### src/design/b58_pkg.sv
// ----------------------------------------------------------------------------
// b58_pkg: shared definitions for the Base58 encoder
// Alphabet, per-digit multiply-by-256 tables, control/status bundles.
// ----------------------------------------------------------------------------
package b58_pkg;

    localparam int MAX_BYTES_DEF = 32;
    localparam int MAX_RESULTS   = 45;
    localparam int RES_W         = $clog2(MAX_RESULTS + 1);
    localparam int B58           = 58;
    localparam int DIG_W         = 6;
    localparam int BYTE_W        = 8;
    localparam int TAB_N         = 2 ** DIG_W;
    localparam int Q256          = 256 / B58;
    localparam int R256          = 256 % B58;

    localparam logic [7:0] CHAR_ONE  = 8'h31;
    localparam logic [7:0] CHAR_NONE = 8'h00;

    typedef logic [7:0] t_char;
    typedef logic [TAB_N-1:0][BYTE_W-1:0] t_qtab;
    typedef logic [TAB_N-1:0][DIG_W-1:0]  t_rtab;

    localparam t_char ALPHA [B58] = '{
        "1", "2", "3", "4", "5", "6", "7", "8", "9",
        "A", "B", "C", "D", "E", "F", "G", "H", "J", "K", "L", "M", "N",
        "P", "Q", "R", "S", "T", "U", "V", "W", "X", "Y", "Z",
        "a", "b", "c", "d", "e", "f", "g", "h", "i", "j", "k", "m", "n",
        "o", "p", "q", "r", "s", "t", "u", "v", "w", "x", "y", "z"
    };

    // quotient of d*256 by 58, built by stepping d (elaboration only)
    function automatic t_qtab build_qtab();
        t_qtab t;
        int    q;
        int    r;
        int    d;
        t = '0;
        q = 0;
        r = 0;
        for (d = 0; d < TAB_N; d++) begin
            t[d] = BYTE_W'(q);
            q = q + Q256;
            r = r + R256;
            if (r >= B58) begin
                r = r - B58;
                q = q + 1;
            end
        end
        return t;
    endfunction

    // remainder of d*256 by 58
    function automatic t_rtab build_rtab();
        t_rtab t;
        int    r;
        int    d;
        t = '0;
        r = 0;
        for (d = 0; d < TAB_N; d++) begin
            t[d] = DIG_W'(r);
            r = r + R256;
            if (r >= B58) begin
                r = r - B58;
            end
        end
        return t;
    endfunction

    localparam t_qtab MULQ = build_qtab();
    localparam t_rtab MULR = build_rtab();

    // map one base-58 digit to its character; fold codes above 57
    function automatic t_char b58_char(input logic [DIG_W-1:0] d);
        logic [DIG_W-1:0] k;
        k = (d >= DIG_W'(B58)) ? d - DIG_W'(B58) : d;
        return ALPHA[k];
    endfunction

    typedef struct packed {
        logic accept;   // input item taken
        logic sweep;    // one digit of the multiply-add sweep
        logic prep;     // set up emission counters
        logic fetch;    // read the next digit
        logic load;     // load one character into the output register
        logic err;      // load the too-long result
        logic clear;    // drop message state
    } t_cmd;

    typedef struct packed {
        logic full;         // byte would exceed the limit
        logic sweep_last;   // sweep is at the top digit
        logic remain_zero;  // nothing left to emit
    } t_stat;

endpackage

### src/design/b58_if.sv
// ----------------------------------------------------------------------------
// b58_if: valid/ready channels of the Base58 encoder
// Input byte channel and output character channel.
// ----------------------------------------------------------------------------
interface b58_in_if;
    logic       valid;
    logic       ready;
    logic [7:0] data_byte;
    logic       end_of_message;

    modport source (output valid, output data_byte, output end_of_message, input ready);
    modport sink   (input valid, input data_byte, input end_of_message, output ready);
endinterface

interface b58_out_if;
    logic       valid;
    logic       ready;
    logic [7:0] char_code;
    logic       last_char;
    logic       too_long;

    modport source (output valid, output char_code, output last_char, output too_long,
                    input ready);
    modport sink   (input valid, input char_code, input last_char, input too_long,
                    output ready);
endinterface

### src/design/b58_ctrl.sv
// ----------------------------------------------------------------------------
// b58_ctrl: Base58 encoder controller
// Sequences byte intake, digit sweep and character emission.
// ----------------------------------------------------------------------------
module b58_ctrl (
    input  logic           i_clk,
    input  logic           i_rst_n,
    input  logic           i_in_valid,
    input  logic           i_eom,
    input  logic           i_out_ready,
    input  b58_pkg::t_stat i_stat,
    output b58_pkg::t_cmd  o_cmd,
    output logic           o_in_ready,
    output logic           o_out_valid
);

    typedef enum logic [6:0] {
        S_IDLE  = 7'b0000001,
        S_SWEEP = 7'b0000010,
        S_PREP  = 7'b0000100,
        S_FETCH = 7'b0001000,
        S_LOAD  = 7'b0010000,
        S_ERR   = 7'b0100000,
        S_WAIT  = 7'b1000000
    } t_state;

    t_state r_state;
    t_state n_state;
    logic   r_eom;

    always_comb begin
        o_cmd   = '0;
        n_state = r_state;
        case (r_state)
            S_IDLE: begin
                if (i_in_valid) begin
                    o_cmd.accept = 1'b1;
                    if (i_stat.full) begin
                        n_state = i_eom ? S_ERR : S_IDLE;
                    end else begin
                        n_state = S_SWEEP;
                    end
                end
            end
            S_SWEEP: begin
                o_cmd.sweep = 1'b1;
                if (i_stat.sweep_last) begin
                    n_state = r_eom ? S_PREP : S_IDLE;
                end
            end
            S_PREP: begin
                o_cmd.prep = 1'b1;
                n_state    = S_FETCH;
            end
            S_FETCH: begin
                if (i_stat.remain_zero) begin
                    o_cmd.clear = 1'b1;
                    n_state     = S_IDLE;
                end else begin
                    o_cmd.fetch = 1'b1;
                    n_state     = S_LOAD;
                end
            end
            S_LOAD: begin
                o_cmd.load = 1'b1;
                n_state    = S_WAIT;
            end
            S_ERR: begin
                o_cmd.err = 1'b1;
                n_state   = S_WAIT;
            end
            S_WAIT: begin
                if (i_out_ready) begin
                    n_state = S_FETCH;
                end
            end
            default: begin
                n_state = S_IDLE;
            end
        endcase
    end

    always_ff @(posedge i_clk) begin
        if (!i_rst_n) begin
            r_state <= S_IDLE;
        end else begin
            r_state <= n_state;
        end
    end

    always_ff @(posedge i_clk) begin
        if (o_cmd.accept) begin
            r_eom <= i_eom;
        end
    end

    assign o_in_ready  = (r_state == S_IDLE);
    assign o_out_valid = (r_state == S_WAIT);

endmodule

### src/design/b58_dpath.sv
// ----------------------------------------------------------------------------
// b58_dpath: Base58 encoder datapath
// Digit memory, multiply-by-256 sweep unit, counters and output register.
// ----------------------------------------------------------------------------
module b58_dpath #(
    parameter int MAX_BYTES = b58_pkg::MAX_BYTES_DEF
) (
    input  logic                        i_clk,
    input  logic                        i_rst_n,
    input  b58_pkg::t_cmd               i_cmd,
    input  logic [b58_pkg::BYTE_W-1:0]  i_byte,
    output b58_pkg::t_stat              o_stat,
    output logic [7:0]                  o_char,
    output logic                        o_last,
    output logic                        o_err
);

    localparam int DIGITS = MAX_BYTES * 138 / 100 + 1;
    localparam int AW     = $clog2(DIGITS);
    localparam int TW     = $clog2(DIGITS + 1);
    localparam int CW     = $clog2(MAX_BYTES + 1);
    localparam int MW     = (TW > CW) ? ((TW > b58_pkg::RES_W) ? TW : b58_pkg::RES_W)
                                      : ((CW > b58_pkg::RES_W) ? CW : b58_pkg::RES_W);
    localparam int SW     = MW + 1;
    localparam int DW     = b58_pkg::DIG_W;
    localparam int BW     = b58_pkg::BYTE_W;
    localparam int RW     = b58_pkg::RES_W;

    // digit store, digit 0 least significant; valid bit per digit
    logic [DW-1:0]     mem [DIGITS];
    logic [DIGITS-1:0] r_vld;
    logic [DW-1:0]     r_rd_data;
    logic              r_rd_vld;

    logic [AW-1:0] r_idx;
    logic [BW-1:0] r_carry;
    logic [TW-1:0] r_top;
    logic [CW-1:0] r_cnt;
    logic [CW-1:0] r_lz;
    logic          r_seen;
    logic          r_ovf;
    logic [CW-1:0] r_zleft;
    logic [TW-1:0] r_dptr;
    logic [RW-1:0] r_remain;

    logic          rd_en;
    logic [AW-1:0] rd_addr;
    logic [DW-1:0] d_cur;
    logic [8:0]    s;
    logic [2:0]    q_s;
    logic [8:0]    r_s;
    logic [BW-1:0] carry_n;
    logic [DW-1:0] dig_n;
    logic [SW-1:0] total;

    // read port address
    always_comb begin
        rd_en   = 1'b0;
        rd_addr = '0;
        if (i_cmd.accept) begin
            rd_en = 1'b1;
        end else if (i_cmd.sweep) begin
            rd_en   = (r_idx != AW'(DIGITS - 1));
            rd_addr = AW'(r_idx + 1'b1);
        end else if (i_cmd.fetch) begin
            rd_en   = (r_zleft == '0);
            rd_addr = AW'(r_dptr - 1'b1);
        end
    end

    // one digit of (buffer * 256 + carry): table split, then fold by 58
    assign d_cur = r_rd_vld ? r_rd_data : '0;
    assign s     = 9'(b58_pkg::MULR[d_cur]) + 9'(r_carry);
    assign q_s   = 3'(s >= 9'(b58_pkg::B58))     + 3'(s >= 9'(2 * b58_pkg::B58))
                 + 3'(s >= 9'(3 * b58_pkg::B58)) + 3'(s >= 9'(4 * b58_pkg::B58))
                 + 3'(s >= 9'(5 * b58_pkg::B58));

    always_comb begin
        case (q_s)
            3'd0:    r_s = s;
            3'd1:    r_s = s - 9'(b58_pkg::B58);
            3'd2:    r_s = s - 9'(2 * b58_pkg::B58);
            3'd3:    r_s = s - 9'(3 * b58_pkg::B58);
            3'd4:    r_s = s - 9'(4 * b58_pkg::B58);
            default: r_s = s - 9'(5 * b58_pkg::B58);
        endcase
    end

    assign carry_n = b58_pkg::MULQ[d_cur] + BW'(q_s);
    assign dig_n   = r_s[DW-1:0];
    assign total   = SW'(r_lz) + SW'(r_top);

    always_ff @(posedge i_clk) begin
        if (i_cmd.sweep) begin
            mem[r_idx] <= dig_n;
        end
        if (rd_en) begin
            r_rd_data <= mem[rd_addr];
            r_rd_vld  <= r_vld[rd_addr];
        end
    end

    // message state
    always_ff @(posedge i_clk) begin
        if (!i_rst_n || i_cmd.clear) begin
            r_vld  <= '0;
            r_cnt  <= '0;
            r_lz   <= '0;
            r_seen <= 1'b0;
            r_ovf  <= 1'b0;
            r_top  <= '0;
        end else begin
            if (i_cmd.accept) begin
                if (o_stat.full) begin
                    r_ovf <= 1'b1;
                end else begin
                    r_cnt <= r_cnt + 1'b1;
                    r_top <= '0;
                    if (i_byte == '0 && !r_seen) begin
                        r_lz <= r_lz + 1'b1;
                    end else begin
                        r_seen <= 1'b1;
                    end
                end
            end
            if (i_cmd.sweep) begin
                r_vld[r_idx] <= 1'b1;
                if (dig_n != '0) begin
                    r_top <= TW'(r_idx) + 1'b1;
                end
            end
        end
    end

    // sweep and emission counters
    always_ff @(posedge i_clk) begin
        if (!i_rst_n) begin
            r_idx    <= '0;
            r_zleft  <= '0;
            r_dptr   <= '0;
            r_remain <= '0;
        end else begin
            if (i_cmd.accept) begin
                r_idx <= '0;
            end else if (i_cmd.sweep) begin
                r_idx <= AW'(r_idx + 1'b1);
            end
            if (i_cmd.prep) begin
                r_zleft  <= r_lz;
                r_dptr   <= r_top;
                r_remain <= (total > SW'(b58_pkg::MAX_RESULTS)) ? RW'(b58_pkg::MAX_RESULTS)
                                                                 : RW'(total);
            end else if (i_cmd.load) begin
                r_remain <= r_remain - 1'b1;
                if (r_zleft != '0) begin
                    r_zleft <= r_zleft - 1'b1;
                end else begin
                    r_dptr <= r_dptr - 1'b1;
                end
            end else if (i_cmd.err) begin
                r_remain <= '0;
            end
        end
    end

    always_ff @(posedge i_clk) begin
        if (i_cmd.accept) begin
            r_carry <= i_byte;
        end else if (i_cmd.sweep) begin
            r_carry <= carry_n;
        end
    end

    // output register
    always_ff @(posedge i_clk) begin
        if (i_cmd.load) begin
            o_char <= (r_zleft != '0) ? b58_pkg::CHAR_ONE : b58_pkg::b58_char(d_cur);
            o_last <= (r_remain == RW'(1));
            o_err  <= 1'b0;
        end else if (i_cmd.err) begin
            o_char <= b58_pkg::CHAR_NONE;
            o_last <= 1'b0;
            o_err  <= 1'b1;
        end
    end

    assign o_stat.full        = r_ovf || (r_cnt >= CW'(MAX_BYTES));
    assign o_stat.sweep_last  = (r_idx == AW'(DIGITS - 1));
    assign o_stat.remain_zero = (r_remain == '0);

endmodule

### src/design/base58_encoder.sv
// Sequencing: each accepted byte is followed by the digit sweep, one base-58 digit
//   per cycle through the memory's read and write ports; no new byte is taken meanwhile.
// On the final byte a prep step follows the sweep, then fetch, load and a wait for the
//   output to be taken for each character, then a clear step.
// Reset: synchronous, active low; clears the controller and all digit valid bits at
//   once, so the block accepts a byte in the first cycle after reset.
// ----------------------------------------------------------------------------
// base58_encoder: streaming Base58 encoder
// Absorbs a message one byte per item into a base-58 digit store and, on the
// final byte, emits the encoded characters one item each.
// ----------------------------------------------------------------------------
module base58_encoder #(
    parameter int MAX_BYTES = b58_pkg::MAX_BYTES_DEF
) (
    input  logic             i_clk,
    input  logic             i_rst_n,
    b58_in_if.sink           i_in,
    b58_out_if.source        o_out
);

    // Controller to datapath command bundle and status back.
    b58_pkg::t_cmd  w_cmd;
    b58_pkg::t_stat w_stat;
    logic           w_in_ready;
    logic           w_out_valid;

    // Controller: intake in idle, then the digit sweep, then one character at a
    // time through the output register. Leading zero bytes come out as '1' first,
    // then digits from the most significant nonzero one down, capped at the
    // result limit. An overlong message yields a single too-long item.
    b58_ctrl u_ctrl (
        .i_clk       (i_clk),
        .i_rst_n     (i_rst_n),
        .i_in_valid  (i_in.valid),
        .i_eom       (i_in.end_of_message),
        .i_out_ready (o_out.ready),
        .i_stat      (w_stat),
        .o_cmd       (w_cmd),
        .o_in_ready  (w_in_ready),
        .o_out_valid (w_out_valid)
    );

    // Datapath: digit memory with registered read, multiply-by-256 sweep unit
    // built from a per-digit table and a fold by 58, byte/zero counters, and the
    // registered character output.
    b58_dpath #(
        .MAX_BYTES (MAX_BYTES)
    ) u_dpath (
        .i_clk   (i_clk),
        .i_rst_n (i_rst_n),
        .i_cmd   (w_cmd),
        .i_byte  (i_in.data_byte),
        .o_stat  (w_stat),
        .o_char  (o_out.char_code),
        .o_last  (o_out.last_char),
        .o_err   (o_out.too_long)
    );

    // Handshakes: input only in idle, output only while a character is held.
    assign i_in.ready  = w_in_ready;
    assign o_out.valid = w_out_valid;

    // A held result and input intake never overlap.
    a_no_overlap: assert property (@(posedge i_clk) disable iff (!i_rst_n)
        o_out.valid |-> !i_in.ready)
        else $error("input ready while a result is held");

    // An absorbed byte starts a sweep: no new byte in the next cycle.
    a_sweep_blocks: assert property (@(posedge i_clk) disable iff (!i_rst_n)
        (i_in.valid && i_in.ready && !w_stat.full) |=> !i_in.ready)
        else $error("byte accepted during digit sweep");

    // A taken character is not shown again in the next cycle.
    a_one_shot: assert property (@(posedge i_clk) disable iff (!i_rst_n)
        (o_out.valid && o_out.ready) |=> !o_out.valid)
        else $error("result repeated after being taken");

endmodule
### src/flat_wrapper.sv
// flat-port wrapper written by rule: the top's interface ports become plain ports
module base58_encoder_flat 
#(
    parameter int MAX_BYTES = b58_pkg::MAX_BYTES_DEF
)
  (i_clk, i_rst_n, i_in_valid, i_in_data_byte, i_in_end_of_message, i_in_ready, o_out_valid, o_out_char_code, o_out_last_char, o_out_too_long, o_out_ready);
  b58_in_if i_in_i ();
  b58_out_if o_out_i ();
  input  logic i_clk;
  input  logic i_rst_n;
  input wire logic [$bits(i_in_i.valid)-1:0] i_in_valid;
  input wire logic [$bits(i_in_i.data_byte)-1:0] i_in_data_byte;
  input wire logic [$bits(i_in_i.end_of_message)-1:0] i_in_end_of_message;
  output wire logic [$bits(i_in_i.ready)-1:0] i_in_ready;
  output wire logic [$bits(o_out_i.valid)-1:0] o_out_valid;
  output wire logic [$bits(o_out_i.char_code)-1:0] o_out_char_code;
  output wire logic [$bits(o_out_i.last_char)-1:0] o_out_last_char;
  output wire logic [$bits(o_out_i.too_long)-1:0] o_out_too_long;
  input wire logic [$bits(o_out_i.ready)-1:0] o_out_ready;
  assign i_in_i.valid = i_in_valid;
  assign i_in_i.data_byte = i_in_data_byte;
  assign i_in_i.end_of_message = i_in_end_of_message;
  assign i_in_ready = i_in_i.ready;
  assign o_out_valid = o_out_i.valid;
  assign o_out_char_code = o_out_i.char_code;
  assign o_out_last_char = o_out_i.last_char;
  assign o_out_too_long = o_out_i.too_long;
  assign o_out_i.ready = o_out_ready;
  base58_encoder #(.MAX_BYTES(MAX_BYTES)) u_core (.i_clk(i_clk), .i_rst_n(i_rst_n), .i_in(i_in_i), .o_out(o_out_i));
endmodule
### config.mk
export PLATFORM = sky130hd
export DESIGN_NAME = base58_encoder_flat
export DESIGN_NICKNAME = d
export VERILOG_FILES = /design/src/design/b58_pkg.sv /design/src/design/b58_if.sv /design/src/design/b58_ctrl.sv /design/src/design/b58_dpath.sv /design/src/design/base58_encoder.sv /design/src/flat_wrapper.sv
export SDC_FILE = /design/constraint.sdc
export NUM_CORES = 1
export LEC_CHECK = 0
export BUFFER_PORTS_ARGS = -buffer_cell sky130_fd_sc_hd__buf_2
export CAP_MARGIN = 20
export CELL_PAD_IN_SITES_DETAIL_PLACEMENT = 0
export CELL_PAD_IN_SITES_GLOBAL_PLACEMENT = 1
export CORE_MARGIN = 3
export CORE_UTILIZATION = 50
export DETAILED_ROUTE_END_ITERATION = 10
export GPL_TIMING_DRIVEN = 0
export PLACE_DENSITY_LB_ADDON = 0.25
export SKIP_LAST_GASP = 1
export SYNTH_ARGS = -nofsm -noshare
export SYNTH_HDL_FRONTEND = slang
export SYNTH_HIERARCHICAL = 1
export SYNTH_SLANG_ARGS = --single-unit
### constraint.sdc
create_clock -name i_clk -period 10.9 [get_ports i_clk]
set_input_delay 0.545 -clock i_clk [delete_from_list [all_inputs] [get_ports i_clk]]
set_output_delay 0.545 -clock i_clk [all_outputs]
set_load 0.005 [all_outputs]
==> qor.yml, run 1 <==
sta:
  setup_viol: 0
  clock.fmax_mhz: 102
  rsz0062_at_grt: "no"
  period_share_pct: 89.6
  min_period_ps: 9770
  tns_ps: 0
  worstMarginPinSlew_ps: 1230
  drv_slew: 0
  hold_viol: 0
  finClkSkew_ps: 35.5
  maxSlewHeadroom_pct: 17.7
die:
  rows: 72
  top_level_ports: 25
  core_area_um2: 38800
  die_h_um: 205
  die_w_um: 205
  die-area_um2: 41900
  initial_core_util_pct: 50.9
worst_setup_path:
  critical_path.slowest_cell: "nor2_1"
  crit_path_start_kind: "register"
  slowest_delay_ps: 710
  worst-endpoint-required_ps: 11400
  critical_path_class: "register to register"
  end_kind: "register"
  crit_fanout: 22
  crit_arrival_ps: 10270
placement:
  placed_area_um2: 20700
  dp_hpwl_um: 41400
  place_congestion: 0.980
  port_buffers: 23
layout:
  antennaDiodeCount: 0
  final_common_cell: "edfxtp_1"
  drive_gt1_share_pct: 10.1
  stdcell_area_um2: 22100
  regArea_um2: 10800
  syn_to_final_growth_pct: 12.1
  multi_input_comb_area_um2: 8260
  nNetsFinal: 2059
  utilization_pct: 57.0
  layout_common_cells: "edfxtp_1 (294), nand2_1 (264), nor2_1 (243), a21oi_1 (100), dfxtp_1 (97)"
  nFillCells: 3375
clocking:
  clockBufferDepth: 3
  root_buffer: "clkbuf_16"
  post_cts_resized: 0
  cts_tree: "yes"
  cts_sinks: 391
  cts_buffers: 42
  clock_latency_ps: 580
  cts_hold_buf: 0
  cts_setup_buffers: 0
  htree_levels: 2
  path_clk_slew_ps: 60
yosys:
  synthDistinctLibCells: 102
  seq_area_frac_synth_pct: 54.5
  synth.area.top_cells: "edfxtp_1 (45%), dfxtp_1 (9.8%), nand2_1 (5.0%), nor2_1 (4.6%), ha_1 (3.7%)"
  syn_area_per_cell_um2: 10.4
  yosys.area.top_type: "edfxtp_1"
  yosysWarnings: 6
  synth_edf_count: 294
  ys.flop_type: "edfxtp_1"
  async_flop_share_pct: 0
  synthCells: 1904
  netlist_area_um2: 19800
  synth_top_area_share_pct: 44.7
  synth_fp_nets: 1981
  ys_ff_latch: 391
global_route:
  grt_pass1_wl_um: 88600
  grt_pass1_vias: 14700
  antenna_found_initial: 0
  grt_usage_pct: 28.0
  grt_max_degree: 46
  overflow: 0
power:
  ir_drop_uv: 703
  p_per_area_nw_per_um2: 421
  p_leak_nw: 7.73
  power_w: 0.00932
drt:
  avgViaCountPerCell: 6.12
  route.detailed.drc: 0
  vias: 15500
  routed_wl_um: 58800
  ant_nets: 0
  routedWlPerCell_um: 23.2
  drt_iter0_drc: 1766
  dr.pass1.iters: 6
hold_path:
  min_path_type: "input port to register"
outcome:
  outcome: "finished, final reports clean"
job:
  cap_violations: 0
-- state kept, by name, summed over array words and instances, names as in the netlist, 6 cells and up --
signal	flops
u_core/u_dpath/r_carry	8
u_core/u_dpath/r_remain	6
u_core/u_dpath/r_cnt	6
u_core/u_dpath/mem	270
u_core/u_dpath/r_top	6
u_core/u_dpath/r_rd_data	6
u_core/u_dpath/r_dptr	6
u_core/u_dpath/r_idx	6
u_core/u_ctrl/r_state	7
u_core/u_dpath/r_vld	45
u_core/u_dpath/r_lz	6
u_core/u_dpath/o_char	7
u_core/u_dpath/r_zleft	6
-- layer usage --
| metal | vias to the layer above | track usage (%) | part of all wire (%) |
|---|---|---|---|
| met3 | 148 | 4.31 | 9.0 |
| li1 | 7145 | - | - |
| met5 | - | 0 | 0 |
| met1 | 7435 | 37.8 | 40 |
| met4 | 0 | 12.0 | 4.5 |
| met2 | 780 | 45.1 | 47 |
-- final cells by class --
cell class | instances | share of cell area, %
Buffer | 122 | 2.66
Clock buffer | 58 | 5.30
Clock inverter | 20 | 0.972
Inverter | 51 | 0.865
Multi-Input combinational cell | 1340 | 37.3
Sequential cell | 391 | 48.7
Tap cell | 518 | 2.93
Timing Repair Buffer | 34 | 1.32
-- synth_stat cells (10+ instances only) --
cell type and number:
o211ai_1 18, a32oi_1 14, o221ai_1 12, o21a_1 16
nand4_1 11, nor2_1 243, xnor2_1 30, ha_1 58
nand2b_1 16, and3_1 14, a211oi_1 13, buf_2 42
a31oi_1 24, nand2_1 265, o22ai_1 15, dfxtp_1 97
a21oi_1 101, xor2_1 21, or3_1 13, nand3_1 71
buf_4 10, clkbuf_1 56, nor3_1 61, inv_1 47
a221oi_1 16, mux2i_1 42, edfxtp_1 294, o21ai_0 66
-- final timing paths --
path	slack, ps	endpoint	cells after the start	start
worst max-delay path	1130	u_core/u_dpath/r_top[2]$_SDFF_PP0_	34	u_core/u_dpath/r_rd_vld$_DFFE_PP_
worst min-delay path	200	u_core/u_ctrl/r_eom$_DFFE_PP_	1	i_in_end_of_message
worst max register to register	1130	u_core/u_dpath/r_top[2]$_SDFF_PP0_	34	u_core/u_dpath/r_rd_vld$_DFFE_PP_
worst min register to register	460	u_core/u_dpath/r_vld[22]$_SDFFE_PP0P_	1	u_core/u_dpath/r_vld[22]$_SDFFE_PP0P_
-- worst max-delay path: cells and delay by family (launching register included) --
kind,cells,cell delay [ps]
xor+xnor,2,680
buf+inv,6,1700
flops,1,380
mux,1,240
compound gates,11,2620
fa+ha+maj,7,2550
simple gates,7,1520
-- through the flow --
step	cells	hold WS, ps	worst slack [ps]
after detailed placement	2453	453	1180
final	2534	198	1130
after floorplan	1904	429	2250
after CTS	2531	167	1150
after global placement	2445	441	-962
after global routing	2534	186	307
-- power breakdown --
part           internal (W)  total [W]  switching [W]
Combinational       0.00118    0.00431        0.00313
Clock              0.000832    0.00142       0.000590
Sequential          0.00357    0.00359      0.0000190
-- kinds of logic (layout without fill, tap and decap cells) --
family | Yosys count | count (layout) | synth area share (%)
fa+ha+maj | 65 | 65 | 4.33
buf+inv | 173 | 285 | 3.95
other cells | 1 | 1 | 0.0190
flops | 391 | 391 | 54.5
compound gates | 418 | 418 | 15.0
simple gates | 757 | 757 | 17.3
mux | 47 | 47 | 2.60
xor+xnor | 52 | 52 | 2.34
No activity file was read; power rests on OpenSTA's default activity.
==> run 2: changes to the inputs <==
--- a/config.mk
+++ b/config.mk
@@ -14,6 +14,7 @@
 export DETAILED_ROUTE_END_ITERATION = 10
 export GPL_TIMING_DRIVEN = 0
 export PLACE_DENSITY_LB_ADDON = 0.25
+export RECOVER_POWER = 100
 export SKIP_LAST_GASP = 1
 export SYNTH_ARGS = -nofsm -noshare
 export SYNTH_HDL_FRONTEND = slang
==> run 2 against run 1 <==
Net effect: the flow now finishes with violations (max-capacitance violations, max-slew violations); clock skew increased by 0.71 ps; largest power group unchanged; maximum frequency decreased by 2.1%; largest cell class unchanged; wire length about the same; critical endpoint is now u_core/u_dpath/mem[44][3]$_DFFE_PP_; highest routed layer unchanged.
==> qor.yml, run 2 (synthesis results as in run 1) <==
outcome:
  outcome: "finished with violations"
  violations: "max-capacitance violations, max-slew violations"
clocking:
  cts_buffers: 42  # unchanged
  cts_tree: "yes"
  post_cts_resized: 0  # unchanged
  root_buffer: "clkbuf_16"
  clockBufferDepth: 3  # unchanged
  htree_levels: 2  # unchanged
  cts_setup_buffers: 0  # unchanged
  cts_sinks: 391  # unchanged
  cts_hold_buf: 0  # unchanged
  path_clk_slew_ps: 60  # about the same
  clock_latency_ps: 590  # about the same
placement:
  dp_cells: 2453  # unchanged
  port_buffers: 23  # unchanged
  dpl_worst_slack_ps: 1180  # unchanged
  placed_area_um2: 20700  # unchanged
  place_congestion: 0.980  # unchanged
  dp_hpwl_um: 41400  # unchanged
die:
  die_h_um: 205  # unchanged
  initial_core_util_pct: 50.9  # unchanged
  rows: 72  # unchanged
  die_w_um: 205  # unchanged
  die-area_um2: 41900  # unchanged
  top_level_ports: 25  # unchanged
  core_area_um2: 38800  # unchanged
global_route:
  overflow: 0  # unchanged
  antenna_found_initial: 0  # unchanged
  grtUsageMet3_pct: 4.31  # unchanged
  grt_pass1_wl_um: 88600  # unchanged
  grt_usage_pct: 28.0  # unchanged
  grtUsageMet2_pct: 45.1  # unchanged
  met1_usage_pct: 37.8  # unchanged
  busiest_layer: "met2"
  grt_pass1_vias: 14700  # unchanged
  grt_max_degree: 46  # unchanged
drt:
  routedWlPerCell_um: 23.2  # about the same
  vias: 15500  # -0.34%
  avgViaCountPerCell: 6.10  # -0.34%
  ant_nets: 0  # unchanged
  drt_iter0_drc: 1709  # -3.2%
  routed_wl_um: 58800  # about the same
  dr.pass1.iters: 7  # +1
  route.detailed.drc: 0  # unchanged
worst_setup_path:
  crit_fanout: 27  # +23%
  critical_path.slowest_cell: "clkbuf_1"
  crit_path_start: "u_core/u_dpath/r_rd_vld$_DFFE_PP_"
  r2r-end: "u_core/u_dpath/mem[44][3]$_DFFE_PP_"
  worst-endpoint-required_ps: 11040  # -360 ps
  rrSetupSlack_ps: 930  # -210 ps
  crit_path_start_kind: "register"
  critPathCapture: "u_core/u_dpath/mem[44][3]$_DFFE_PP_"
  rr_startpoint: "u_core/u_dpath/r_rd_vld$_DFFE_PP_"
  end_kind: "register"
  critical_path_class: "register to register"
  rr_worst_depth: 30  # -12%
  slowest_delay_ps: 1160  # +450 ps
  cp_common_cell: "nor2_1"
  crit_arrival_ps: 10110  # -160 ps
sta:
  drv_slew: 28  # +28
  worstMarginPinSlew_ps: 1520  # +284 ps
  tns_ps: 0  # unchanged
  min_period_ps: 9970  # +206 ps
  worst_slack_ps: 927  # -206 ps
  setup_viol: 0  # unchanged
  rsz0062_at_grt: "no"
  hold_viol: 0  # unchanged
  clock.fmax_mhz: 100  # -2.1%
  finClkSkew_ps: 36.2  # +0.715 ps
  period_share_pct: 91.5  # +1.9 points
  maxSlewHeadroom_pct: -1.22  # -19 points
power:
  ir_drop_uv: 619  # -12%
  p_leak_nw: 7.60  # -1.6%
  p_per_area_nw_per_um2: 392  # -6.9%
layout:
  drive_gt1_share_pct: 8.73  # -1.4 points
  stdcell_count: 2534  # unchanged
  layout_common_cells: "edfxtp_1 (294), nand2_1 (264), nor2_1 (243), a21oi_1 (100), dfxtp_1 (97)"
  largest_reg_flops: 270  # unchanged
  largestRegisters: "u_core/u_dpath/mem x270, u_core/u_dpath/r_vld x45, u_core/u_dpath/r_carry x8"
  stdcell_area_um2: 21900  # -0.88%
  utilization_pct: 56.5  # -0.50 points
  syn_to_final_growth_pct: 11.1
  antennaDiodeCount: 0  # unchanged
  final_common_cell: "edfxtp_1"
  largest-register: "u_core/u_dpath/mem"
  nNetsFinal: 2059  # unchanged
job:
  cap_violations: 1  # +1
hold_path:
  min_path_type: "input port to register"
-- run 2: stage by stage --
step	total power, W	hold slack (ps)
2_1_floorplan	0.00523	429
5_1_grt	0.00891	256
6_report	0.00861	253
4_1_cts	0.00931	167
3_3_place_gp	0.00490	441
3_5_place_dp	0.00791	453
-- run 2: area by class of cell --
type                    count  area, µm²
multi-input cells        1340       8190
well taps                 518        648
clock buffers              58       1170
fillers                  3405      16900
flip-flops and latches    391      10800
plain buffers             122        584
inverters                  51        191
clock inverters            20        215
repair buffers             34        171
-- run 2: power breakdown --
group / leakage, nW / total (W) / switching (W) / internal [W]
registers: 3.45 / 0.00347 / 0.0000167 / 0.00345
logic: 3.47 / 0.00371 / 0.00290 / 0.000815
clock network: 0.679 / 0.00142 / 0.000591 / 0.000832
total: 7.60 / 0.00861 / 0.00351 / 0.00510
-- run 2: worst min path at each step --
| stage | from | end | cells past startpoint |
|---|---|---|---|
| 3_5_place_dp | u_core/u_dpath/r_vld[22]$_SDFFE_PP0P_ | u_core/u_dpath/r_vld[22]$_SDFFE_PP0P_ | 1 |
| 5_1_grt | i_in_end_of_message | u_core/u_ctrl/r_eom$_DFFE_PP_ | 1 |
| 2_1_floorplan | u_core/u_dpath/r_ovf$_SDFFE_PP0P_ | u_core/u_dpath/r_ovf$_SDFFE_PP0P_ | 2 |
| 6_report | i_in_end_of_message | u_core/u_ctrl/r_eom$_DFFE_PP_ | 1 |
| 3_3_place_gp | u_core/u_dpath/r_ovf$_SDFFE_PP0P_ | u_core/u_dpath/r_ovf$_SDFFE_PP0P_ | 2 |
| 4_1_cts | i_in_end_of_message | u_core/u_ctrl/r_eom$_DFFE_PP_ | 1 |
-- run 2: routing by layer --
metal | share of wire (%) | vias to the layer above
li1 | - | 7143
met5 | 0 | -
met4 | 4.5 | 0
met3 | 8.5 | 145
met2 | 47 | 737
met1 | 40 | 7431
-- run 2: critical path: cells and delay by family, from the launching register on --
family          cells  cell delay, ps
flops               1             380
fa+ha+maj           7            2690
compound gates      8            1630
simple gates        6            1450
buf+inv             7            2660
xor+xnor            2             750
